<file path="config.mk">
export PLATFORM = sky130hd
export DESIGN_NAME = cumulative_ack_scoreboard_core
export DESIGN_NICKNAME = d
export VERILOG_FILES = /design/src/cas_pkg.sv /design/src/cas_ctrl.sv /design/src/cas_datapath.sv /design/src/cumulative_ack_scoreboard_core.sv
export VERILOG_INCLUDE_DIRS = /design/src /design/src/src
export SDC_FILE = /design/constraint.sdc
export NUM_CORES = 2
export LEC_CHECK = 0
export BUFFER_PORTS_ARGS = -buffer_cell sky130_fd_sc_hd__buf_2
export CAP_MARGIN = 40
export CORE_MARGIN = 2
export CORE_UTILIZATION = 60
export DETAILED_ROUTE_END_ITERATION = 16
export GPL_ROUTABILITY_DRIVEN = 0
export PLACE_DENSITY = 0.76
export REMOVE_ABC_BUFFERS = 1
export SLEW_MARGIN = 0
export SYNTH_ARGS = -nofsm -noshare
export SYNTH_HDL_FRONTEND = slang
export SYNTH_SLANG_ARGS = --single-unit
</file>
<file path="constraint.sdc">
create_clock -name clk -period 5.9 [get_ports clk]
set_input_delay 0.885 -clock clk [delete_from_list [all_inputs] [get_ports clk]]
set_output_delay 0.885 -clock clk [all_outputs]
set_load 0.02 [all_outputs]
</file>
<file path="src/cumulative_ack_scoreboard_core_defines.svh">
// assertion macros for the cumulative ack scoreboard
`ifndef CUMULATIVE_ACK_SCOREBOARD_CORE_DEFINES_SVH
`define CUMULATIVE_ACK_SCOREBOARD_CORE_DEFINES_SVH

`ifndef SYNTHESIS
// same-cycle implication, checked outside reset
`define CAS_ASSERT_IMP(label, clk, rst_n, lhs, rhs, msg) \
    label: assert property (@(posedge clk) disable iff (!rst_n) (lhs) |-> (rhs)) \
        else $error(msg);
// next-cycle implication, checked outside reset
`define CAS_ASSERT_NEXT(label, clk, rst_n, lhs, rhs, msg) \
    label: assert property (@(posedge clk) disable iff (!rst_n) (lhs) |=> (rhs)) \
        else $error(msg);
`else
`define CAS_ASSERT_IMP(label, clk, rst_n, lhs, rhs, msg)
`define CAS_ASSERT_NEXT(label, clk, rst_n, lhs, rhs, msg)
`endif

`endif

</file>
<file path="src/cas_pkg.sv">
// shared types and constants for the cumulative ack scoreboard
`timescale 1ns / 1ps
`default_nettype none

package cas_pkg;

    // field widths
    localparam int SEG_W  = 11;
    localparam int FUNC_W = 2;

    // bitmap organization
    localparam int WORD_W   = 32;
    localparam int WORD_LOG = 5;

    // defaults
    localparam int             MAX_SEGMENTS_DEF = 1024;
    localparam logic [SEG_W-1:0] SEG_COUNT_RESET = 11'd1024;

    // operation codes
    typedef enum logic [FUNC_W-1:0] {
        FUNC_MARK  = 2'd0,
        FUNC_QUERY = 2'd1,
        FUNC_CLEAR = 2'd2,
        FUNC_RSVD  = 2'd3
    } cas_func_t;

    // controller states
    typedef enum logic [2:0] {
        ST_INIT,
        ST_IDLE,
        ST_MARK_RD,
        ST_MARK_WR,
        ST_QRY_RD,
        ST_QRY_EVAL,
        ST_CLEAR,
        ST_RESP
    } cas_state_t;

    // controller to datapath
    typedef struct packed {
        logic capture;
        logic rd_mark;
        logic wr_mark;
        logic rd_scan;
        logic eval;
        logic sweep;
        logic load_out;
    } cas_cmd_t;

    // datapath to controller
    typedef struct packed {
        logic in_mark_ok;
        logic scan_none;
        logic scan_more;
        logic sweep_last;
        logic out_free;
    } cas_status_t;

endpackage

`default_nettype wire

</file>
<file path="src/cas_ctrl.sv">
// controller state machine for the cumulative ack scoreboard
`timescale 1ns / 1ps
`default_nettype none

module cas_ctrl
    import cas_pkg::*;
(
    input  wire logic              clk,
    input  wire logic              rst_n,
    input  wire logic              in_valid,
    input  wire logic [FUNC_W-1:0] in_func,
    output logic                   in_ready,
    input  wire cas_status_t       status,
    output cas_cmd_t               cmd
);

    cas_state_t state_reg;
    cas_state_t state_next;
    logic       accept;
    cas_func_t  func;

    assign func   = cas_func_t'(in_func);
    assign accept = in_valid && in_ready;

    // state register
    always_ff @(posedge clk or negedge rst_n)
    begin
        if (!rst_n)
        begin
            state_reg <= ST_INIT;
        end
        else
        begin
            state_reg <= state_next;
        end
    end

    // next state
    always_comb
    begin
        state_next = state_reg;
        case (state_reg)
            ST_INIT:
            begin
                if (status.sweep_last)
                begin
                    state_next = ST_IDLE;
                end
            end
            ST_IDLE:
            begin
                if (accept)
                begin
                    case (func)
                        FUNC_MARK:  state_next = status.in_mark_ok ? ST_MARK_RD : ST_RESP;
                        FUNC_QUERY: state_next = ST_QRY_RD;
                        FUNC_CLEAR: state_next = ST_CLEAR;
                        default:    state_next = ST_RESP;
                    endcase
                end
            end
            ST_MARK_RD:  state_next = ST_MARK_WR;
            ST_MARK_WR:  state_next = ST_RESP;
            ST_QRY_RD:   state_next = status.scan_none ? ST_RESP : ST_QRY_EVAL;
            ST_QRY_EVAL: state_next = status.scan_more ? ST_QRY_RD : ST_RESP;
            ST_CLEAR:
            begin
                if (status.sweep_last)
                begin
                    state_next = ST_RESP;
                end
            end
            ST_RESP:
            begin
                if (status.out_free)
                begin
                    state_next = ST_IDLE;
                end
            end
            default: state_next = ST_INIT;
        endcase
    end

    // outputs
    always_comb
    begin
        cmd      = '0;
        in_ready = 1'b0;
        case (state_reg)
            ST_INIT:     cmd.sweep = 1'b1;
            ST_IDLE:
            begin
                in_ready    = 1'b1;
                cmd.capture = accept;
            end
            ST_MARK_RD:  cmd.rd_mark = 1'b1;
            ST_MARK_WR:  cmd.wr_mark = 1'b1;
            ST_QRY_RD:   cmd.rd_scan = !status.scan_none;
            ST_QRY_EVAL: cmd.eval = 1'b1;
            ST_CLEAR:    cmd.sweep = 1'b1;
            ST_RESP:     cmd.load_out = status.out_free;
            default:     cmd = '0;
        endcase
    end

endmodule

`default_nettype wire

</file>
<file path="src/cas_datapath.sv">
// bitmap memory, ack frontier, size register and result register
`timescale 1ns / 1ps
`default_nettype none

module cas_datapath
    import cas_pkg::*;
#(
    parameter int MAX_SEGMENTS = MAX_SEGMENTS_DEF
)
(
    input  wire logic              clk,
    input  wire logic              rst_n,
    input  wire logic [FUNC_W-1:0] in_func,
    input  wire logic [SEG_W-1:0]  in_seg,
    input  wire logic              cfg_valid,
    input  wire logic [SEG_W-1:0]  cfg_data,
    input  wire cas_cmd_t          cmd,
    output cas_status_t            status,
    output logic                   out_valid,
    input  wire logic              out_ready,
    output logic [SEG_W-1:0]       out_ack,
    output logic                   out_ok
);

    localparam int ROWS    = (MAX_SEGMENTS + WORD_W - 1) / WORD_W;
    localparam int ROW_W   = (ROWS > 1) ? $clog2(ROWS) : 1;
    localparam int FRONT_W = $clog2(MAX_SEGMENTS + 1);
    localparam int CMP_W   = (FRONT_W > SEG_W) ? FRONT_W : SEG_W;
    localparam int EXT_W   = CMP_W + 1;

    // bitmap storage, one word per row
    logic [WORD_W-1:0] mem [ROWS];
    logic [WORD_W-1:0] rd_data_reg;

    logic [SEG_W-1:0]   seg_count_reg;
    logic [FRONT_W-1:0] frontier_reg;
    logic [FRONT_W-1:0] frontier_next;
    logic [ROW_W-1:0]   sweep_cnt_reg;
    logic [SEG_W-1:0]   seg_reg;
    logic               ok_reg;
    logic               out_valid_reg;
    logic [SEG_W-1:0]   out_ack_reg;
    logic               out_ok_reg;

    logic [CMP_W-1:0]    eff_size;
    logic [CMP_W-1:0]    seg_m1;
    logic [CMP_W-1:0]    seg_m1_row;
    logic [ROW_W-1:0]    mark_row;
    logic [WORD_LOG-1:0] mark_off;
    logic [EXT_W-1:0]    front_ext;
    logic [EXT_W-1:0]    size_ext;
    logic [EXT_W-1:0]    front_row;
    logic [ROW_W-1:0]    scan_row;
    logic [WORD_LOG-1:0] scan_off;
    logic [WORD_W-1:0]   zeros;
    logic [WORD_W-1:0]   lowbit;
    logic [WORD_LOG-1:0] zero_pos;
    logic [EXT_W-1:0]    row_base;
    logic [EXT_W-1:0]    cand;
    logic [EXT_W-1:0]    new_front;
    logic                in_ok;
    logic                sweep_last;
    logic [ROW_W-1:0]    rd_addr;
    logic [ROW_W-1:0]    wr_addr;
    logic [WORD_W-1:0]   wr_data;
    logic                wr_en;
    logic                rd_en;

    // effective size is the register clamped to the array size
    assign eff_size = (CMP_W'(seg_count_reg) > CMP_W'(MAX_SEGMENTS))
                      ? CMP_W'(MAX_SEGMENTS) : CMP_W'(seg_count_reg);
    assign size_ext = EXT_W'(eff_size);

    // range check on the incoming segment number
    assign in_ok = (in_seg != '0) && (CMP_W'(in_seg) <= eff_size);

    // mark addressing from the captured segment number
    assign seg_m1     = CMP_W'(seg_reg) - CMP_W'(1);
    assign seg_m1_row = seg_m1 >> WORD_LOG;
    assign mark_row   = seg_m1_row[ROW_W-1:0];
    assign mark_off   = seg_m1[WORD_LOG-1:0];

    // scan addressing from the frontier
    assign front_ext = EXT_W'(frontier_reg);
    assign front_row = front_ext >> WORD_LOG;
    assign scan_row  = front_row[ROW_W-1:0];
    assign scan_off  = front_ext[WORD_LOG-1:0];

    // first clear bit at or above the frontier offset
    assign zeros  = ~rd_data_reg & ({WORD_W{1'b1}} << scan_off);
    assign lowbit = zeros & (~zeros + WORD_W'(1));

    always_comb
    begin
        zero_pos = '0;
        for (int i = 0; i < WORD_W; i++)
        begin
            if (lowbit[i])
            begin
                zero_pos = zero_pos | WORD_LOG'(i);
            end
        end
    end

    assign row_base  = front_ext & ~EXT_W'(WORD_W - 1);
    assign cand      = row_base + ((zeros == '0) ? EXT_W'(WORD_W) : EXT_W'(zero_pos));
    assign new_front = (cand < size_ext) ? cand : size_ext;

    // frontier update
    always_comb
    begin
        frontier_next = frontier_reg;
        if (cmd.sweep)
        begin
            frontier_next = '0;
        end
        else if (cmd.eval)
        begin
            frontier_next = new_front[FRONT_W-1:0];
        end
    end

    assign sweep_last = (sweep_cnt_reg == ROW_W'(ROWS - 1));

    // memory port selection
    assign rd_en   = cmd.rd_mark || cmd.rd_scan;
    assign rd_addr = cmd.rd_mark ? mark_row : scan_row;
    assign wr_en   = cmd.sweep || cmd.wr_mark;
    assign wr_addr = cmd.sweep ? sweep_cnt_reg : mark_row;
    assign wr_data = cmd.sweep ? '0 : (rd_data_reg | (WORD_W'(1) << mark_off));

    // bitmap memory
    always_ff @(posedge clk)
    begin
        if (wr_en)
        begin
            mem[wr_addr] <= wr_data;
        end
        if (rd_en)
        begin
            rd_data_reg <= mem[rd_addr];
        end
    end

    // control registers
    always_ff @(posedge clk or negedge rst_n)
    begin
        if (!rst_n)
        begin
            seg_count_reg <= SEG_COUNT_RESET;
            frontier_reg  <= '0;
            sweep_cnt_reg <= '0;
            out_valid_reg <= 1'b0;
        end
        else
        begin
            if (cfg_valid)
            begin
                seg_count_reg <= cfg_data;
            end
            frontier_reg <= frontier_next;
            if (cmd.sweep)
            begin
                sweep_cnt_reg <= sweep_last ? '0 : sweep_cnt_reg + ROW_W'(1);
            end
            if (cmd.load_out)
            begin
                out_valid_reg <= 1'b1;
            end
            else if (out_ready)
            begin
                out_valid_reg <= 1'b0;
            end
        end
    end

    // frontier masked to the result field
    function automatic logic [SEG_W-1:0] new_ack(input logic [FRONT_W-1:0] f);
        logic [CMP_W-1:0] wide;
        wide    = CMP_W'(f);
        new_ack = wide[SEG_W-1:0];
    endfunction

    // item capture and result payload
    always_ff @(posedge clk)
    begin
        if (cmd.capture)
        begin
            seg_reg <= in_seg;
            case (cas_func_t'(in_func))
                FUNC_MARK:  ok_reg <= in_ok;
                FUNC_QUERY: ok_reg <= 1'b1;
                FUNC_CLEAR: ok_reg <= 1'b1;
                default:    ok_reg <= 1'b0;
            endcase
        end
        if (cmd.load_out)
        begin
            out_ack_reg <= new_ack(frontier_reg);
            out_ok_reg  <= ok_reg;
        end
    end

    // status to the controller
    always_comb
    begin
        status            = '0;
        status.in_mark_ok = in_ok;
        status.scan_none  = (CMP_W'(frontier_reg) >= eff_size);
        status.scan_more  = (zeros == '0) && (cand < size_ext);
        status.sweep_last = sweep_last;
        status.out_free   = !out_valid_reg || out_ready;
    end

    assign out_valid = out_valid_reg;
    assign out_ack   = out_ack_reg;
    assign out_ok    = out_ok_reg;

endmodule

`default_nettype wire

</file>
<file path="src/cumulative_ack_scoreboard_core.sv">
// top level of the cumulative ack scoreboard
// Single-flow received-segment scoreboard. Items arrive on the s_ stream:
// s_tuser carries the operation (mark, query, clear), s_tdata the 1-based
// segment number used by mark. Each item returns one transfer on the m_
// stream: m_tdata holds the cumulative ack, m_tuser the accepted flag.
// The user must write the segment_count register on the cfg_ channel only
// while idle; the block does not enforce it. Items are processed one at a
// time. Steps from accept to result valid:
//   mark in range: bitmap row read, then written back with the bit set;
//     other marks and reserved codes: result loaded directly
//   query: no row read when the frontier already reaches the size, else
//     each 32-bit row scanned is read, then searched for its first zero
//   clear: one memory row zeroed per cycle (ROWS = 32 at 1024)
// A new item is taken the cycle after the result is loaded. After reset the
// bitmap is swept to zero with s_tready low; cfg writes are taken during the
// sweep. If the receiver stalls, the result is held in the output register;
// the next item is accepted and processed, then waits for the held result.
`timescale 1ns / 1ps
`default_nettype none
`include "cumulative_ack_scoreboard_core_defines.svh"

module cumulative_ack_scoreboard_core
    import cas_pkg::*;
#(
    parameter int MAX_SEGMENTS = MAX_SEGMENTS_DEF
)
(
    input  wire logic        clk,
    input  wire logic        rst_n,
    input  wire logic        s_tvalid,
    output logic             s_tready,
    input  wire logic [15:0] s_tdata,   // [10:0] segment_number, [15:11] zero
    input  wire logic [1:0]  s_tuser,   // [1:0] func
    output logic             m_tvalid,
    input  wire logic        m_tready,
    output logic [15:0]      m_tdata,   // [10:0] cumulative_ack, [15:11] zero
    output logic [0:0]       m_tuser,   // [0] accepted
    input  wire logic        cfg_valid,
    output logic             cfg_ready,
    input  wire logic [10:0] cfg_data   // [10:0] segment_count
);

    cas_cmd_t         cmd;
    cas_status_t      status;
    logic [SEG_W-1:0] out_ack;
    logic             out_ok;

    assign cfg_ready = 1'b1;

    // controller
    cas_ctrl u_ctrl (
        .clk      (clk),
        .rst_n    (rst_n),
        .in_valid (s_tvalid),
        .in_func  (s_tuser),
        .in_ready (s_tready),
        .status   (status),
        .cmd      (cmd)
    );

    // datapath
    cas_datapath #(
        .MAX_SEGMENTS (MAX_SEGMENTS)
    ) u_datapath (
        .clk       (clk),
        .rst_n     (rst_n),
        .in_func   (s_tuser),
        .in_seg    (s_tdata[SEG_W-1:0]),
        .cfg_valid (cfg_valid && cfg_ready),
        .cfg_data  (cfg_data),
        .cmd       (cmd),
        .status    (status),
        .out_valid (m_tvalid),
        .out_ready (m_tready),
        .out_ack   (out_ack),
        .out_ok    (out_ok)
    );

    // output packing
    assign m_tdata = {5'b0, out_ack};
    assign m_tuser = out_ok;

    // checks
    `CAS_ASSERT_NEXT(a_one_at_a_time, clk, rst_n, s_tvalid && s_tready, !s_tready, "busy accept")
    `CAS_ASSERT_IMP(a_no_overwrite, clk, rst_n, cmd.load_out, status.out_free, "result lost")
    `CAS_ASSERT_IMP(a_sweep_blocks_input, clk, rst_n, cmd.sweep, !s_tready, "open in sweep")

endmodule

`default_nettype wire

</file>
==> results.sh <==
export IMPL_outcome="complete, no violations"
export IMPL_n_antenna_cell=0
export IMPL_drive_above_1_share=0.267
export IMPL_io_pins=54
export IMPL_layout_common_cells="edfxtp_1, mux4_2, clkbuf_16"
export IMPL_die_w_um=277
export IMPL_drv_cap=0
export IMPL_worst_path_max_delay_cell="dfrtp_1"
export IMPL_avgViaCountPerCell=7.11
export IMPL_remaining_drc_errors=0
export IMPL_cts_sinks=1110
export IMPL_grt_ovfl_total=0
export IMPL_syn_inst=2254
export IMPL_clock_latency_ns=0.70
export IMPL_nets=2475
export IMPL_p_leak_nw=15.8
export IMPL_fin_cells=3459
export IMPL_period_share=0.977
export IMPL_period_minus_slack_ns=5.77
export IMPL_dpl_hpwl_um=65600
export IMPL_synth_seq_area_share=0.742
export IMPL_synth_area_um2=44700
export IMPL_dieArea_um2=76700
export IMPL_cts_root_buffer="clkbuf_16"
export IMPL_io_buffer_count=42
export IMPL_wl_um=116000
export IMPL_final_antenna_net_count=0
export IMPL_yosys_cell_types_count=82
export IMPL_clock_path_buffers=3
export IMPL_timing_hold_violations_final=0
export IMPL_cp_required_ns=6.47
export IMPL_synth_main_ff_cell="edfxtp_1"
export IMPL_cp_end_kind="flop"
export IMPL_holdWs_ns=0.293
export IMPL_crit_arrival_ns=6.33
export IMPL_crit_path_frequent_cell="ha_1"
export IMPL_avgSynthCellArea_um2=19.8
export IMPL_first_iter_violations=3779
export IMPL_initial_core_util=0.604
export IMPL_cts_htree_levels=3
export IMPL_num_vias=24600
export IMPL_clock_fmax_mhz=173
export IMPL_crit_path_max_fanout=17
export IMPL_postPlaceCellArea_um2=47000
export IMPL_dpl_cell_count=3262
export IMPL_crit_chain="nand2_1 > o21ai_1 > nand4_1 > nor4_2 > nand3_1 > or3_1 > inv_1 > ha_1 > ha_1 > nand3_1 > xnor2_1 > ha_1 > a21o_1 > a221oi_1 > o211ai_1 > nor3b_1 > a31oi_4 > buf_6 > o21a_1 > o31a_1"
export IMPL_worstSetupPathType="flop to flop"
export IMPL_cpPeakStageDelay_ns=0.74
export IMPL_setup_ws_ns=0.134
export IMPL_async_flop_share=0.0279
export IMPL_fp_dieH_um=277
export IMPL_final_common_cell="edfxtp_1"
export IMPL_hold_path_class="input port to asynchronous set/reset pin"
export IMPL_slew_limit_headroom=0.349
export IMPL_dp_slack_ns=0.310
export IMPL_rows=100
export IMPL_grt_pass1_vias=24505
export IMPL_final_area_um2=50300
export IMPL_cts_setup_buffers=0
export IMPL_power_density_nw_per_um2=495
export IMPL_first_pass_iters=7
export IMPL_synth_edf_count=1079
export IMPL_fp_coreArea_um2=74100
export IMPL_yosys_warnings=0
export IMPL_area_delta_synth_final_pct=12.5
export IMPL_tightest_slew_ns=0.974
export IMPL_clock_skew_ns=0.0349
export IMPL_cts_tree="built"
export IMPL_yosys_register_bits=1110
export IMPL_path_clk_slew_ns=0.07
export IMPL_grt_antenna_before_repair=0
export IMPL_largest_reg_flops=1024
export IMPL_setup_viol=0
export IMPL_wl_per_cell_um=33.6
export IMPL_cts_buffers=107
export IMPL_irDropWorstVdd_uv=281
export IMPL_critPathLaunchType="flop"
export IMPL_grt_pass1_wl_um=169000
export IMPL_drv_slew=0
export IMPL_grt_usage=0.308
export IMPL_p_total_mw=24.9
export IMPL_grt_max_degree=86
## kinds of logic after synthesis
logic type | after synthesis | synth area share
AOI/OAI and AO/OA | 328 | 0.0556
xor gates and xnor gates | 9 | 0.00218
adders and majority gates | 39 | 0.0109
buffers and inverters | 147 | 0.0169
DFF | 1110 | 0.742
muxes | 286 | 0.135
other | 2 | 0.000168
and+or+nand+nor | 333 | 0.0376
## cells in the mapped netlist, drive strengths merged (4+ instances only)
cell | number | area share
o21ai | 40 | 0.0045
and3 | 4 | 0.00056
o211ai | 6 | 0.0010
nand2 | 69 | 0.0058
or3 | 5 | 0.00081
a221oi | 4 | 0.00078
nor3 | 12 | 0.0018
dfrtp | 30 | 0.017
ha | 39 | 0.011
mux2i | 23 | 0.0051
o31ai | 4 | 0.00067
a31oi | 20 | 0.0029
buf | 72 | 0.011
xnor2 | 5 | 0.0014
o21a | 9 | 0.0015
a311oi | 4 | 0.00078
nor2b | 16 | 0.0022
mux2 | 11 | 0.0028
edfxtp | 1079 | 0.72
nand3b | 4 | 0.00067
nor4 | 6 | 0.00098
nor3b | 7 | 0.0013
and2 | 4 | 0.00064
nand4 | 47 | 0.0066
clkbuf | 51 | 0.0043
mux4 | 252 | 0.13
a41oi | 5 | 0.00098
a21oi | 49 | 0.0061
nand2b | 11 | 0.0015
o22ai | 6 | 0.00084
nor2 | 113 | 0.0095
inv | 24 | 0.0020
or2 | 5 | 0.00070
nand3 | 18 | 0.0020
a21o | 12 | 0.0020
a211oi | 9 | 0.0015
a22oi | 130 | 0.026
a22o | 6 | 0.0012
xor2 | 4 | 0.00078
## power breakdown
group | total (mW) | internal (mW) | switching (mW)
combinational | 7.60 | 2.77 | 4.83
sequential | 10.8 | 10.5 | 0.374
clock | 6.45 | 3.56 | 2.89
total | 24.9 | 16.8 | 8.09
## worst paths after layout
| path | from | to | slack, ns | depth (start not counted) |
|---|---|---|---|---|
| min reg2reg | u_datapath.ok_reg | u_datapath.out_ok | 0.42 | 0 |
| max reg2reg | u_datapath.frontier_reg[3] | u_ctrl.state_reg[1] | 0.13 | 20 |
| min | rst_n | u_datapath.out_valid | 0.29 | 1 |
| max in group asynchronous | rst_n | u_datapath.frontier_reg[4] | 5.03 | 1 |
| max | u_datapath.frontier_reg[3] | u_ctrl.state_reg[1] | 0.13 | 20 |
| min in group clk | u_datapath.ok_reg | u_datapath.out_ok | 0.42 | 0 |
## metal layers
layer / vias up / wire (um) / global-route usage
met5: - / 0 / 0
met4: 0 / 5990 / 0.147
li1: 9727 / - / -
met1: 12578 / 42000 / 0.436
met2: 1929 / 53700 / 0.466
met3: 366 / 14600 / 0.0651
## layout make-up
class / instances / area (um2)
well taps: 969 / 1210
flip-flops and latches: 1110 / 33200
clock inverters: 53 / 393
clock buffers: 144 / 2880
inverters: 24 / 90.1
repair buffers: 158 / 1420
multi-input cells: 1001 / 11200
fillers: 4475 / 23700
## timing repair
action,in CTS,in global routing
gates resized for setup,0,4
endpoints found under the setup margin,0,12
hold endpoints to repair,0,0
hold buffers,0,0
## critical path: cells and delay by family, from the launching register on
kind	cells	cell delay (ns)
AO/OA/AOI/OAI	7	1.65
XOR/XNOR	1	0.26
adder cells (fa/ha/maj)	3	0.70
buffers and inverters	2	0.34
flip-flops	1	0.74
AND/OR/NAND/NOR	7	1.94
## through the flow
| step | TNS [ns] | utilization |
|---|---|---|
| floorplan | -726.68 | - |
| CTS | 0 | 0.679 |
| global route | -0.0861 | 0.679 |
| finish | 0 | 0.679 |
| detailed placement | 0 | 0.635 |
| global placement | 0 | 0.633 |
Note: power is estimated with default switching activity, not from simulation.
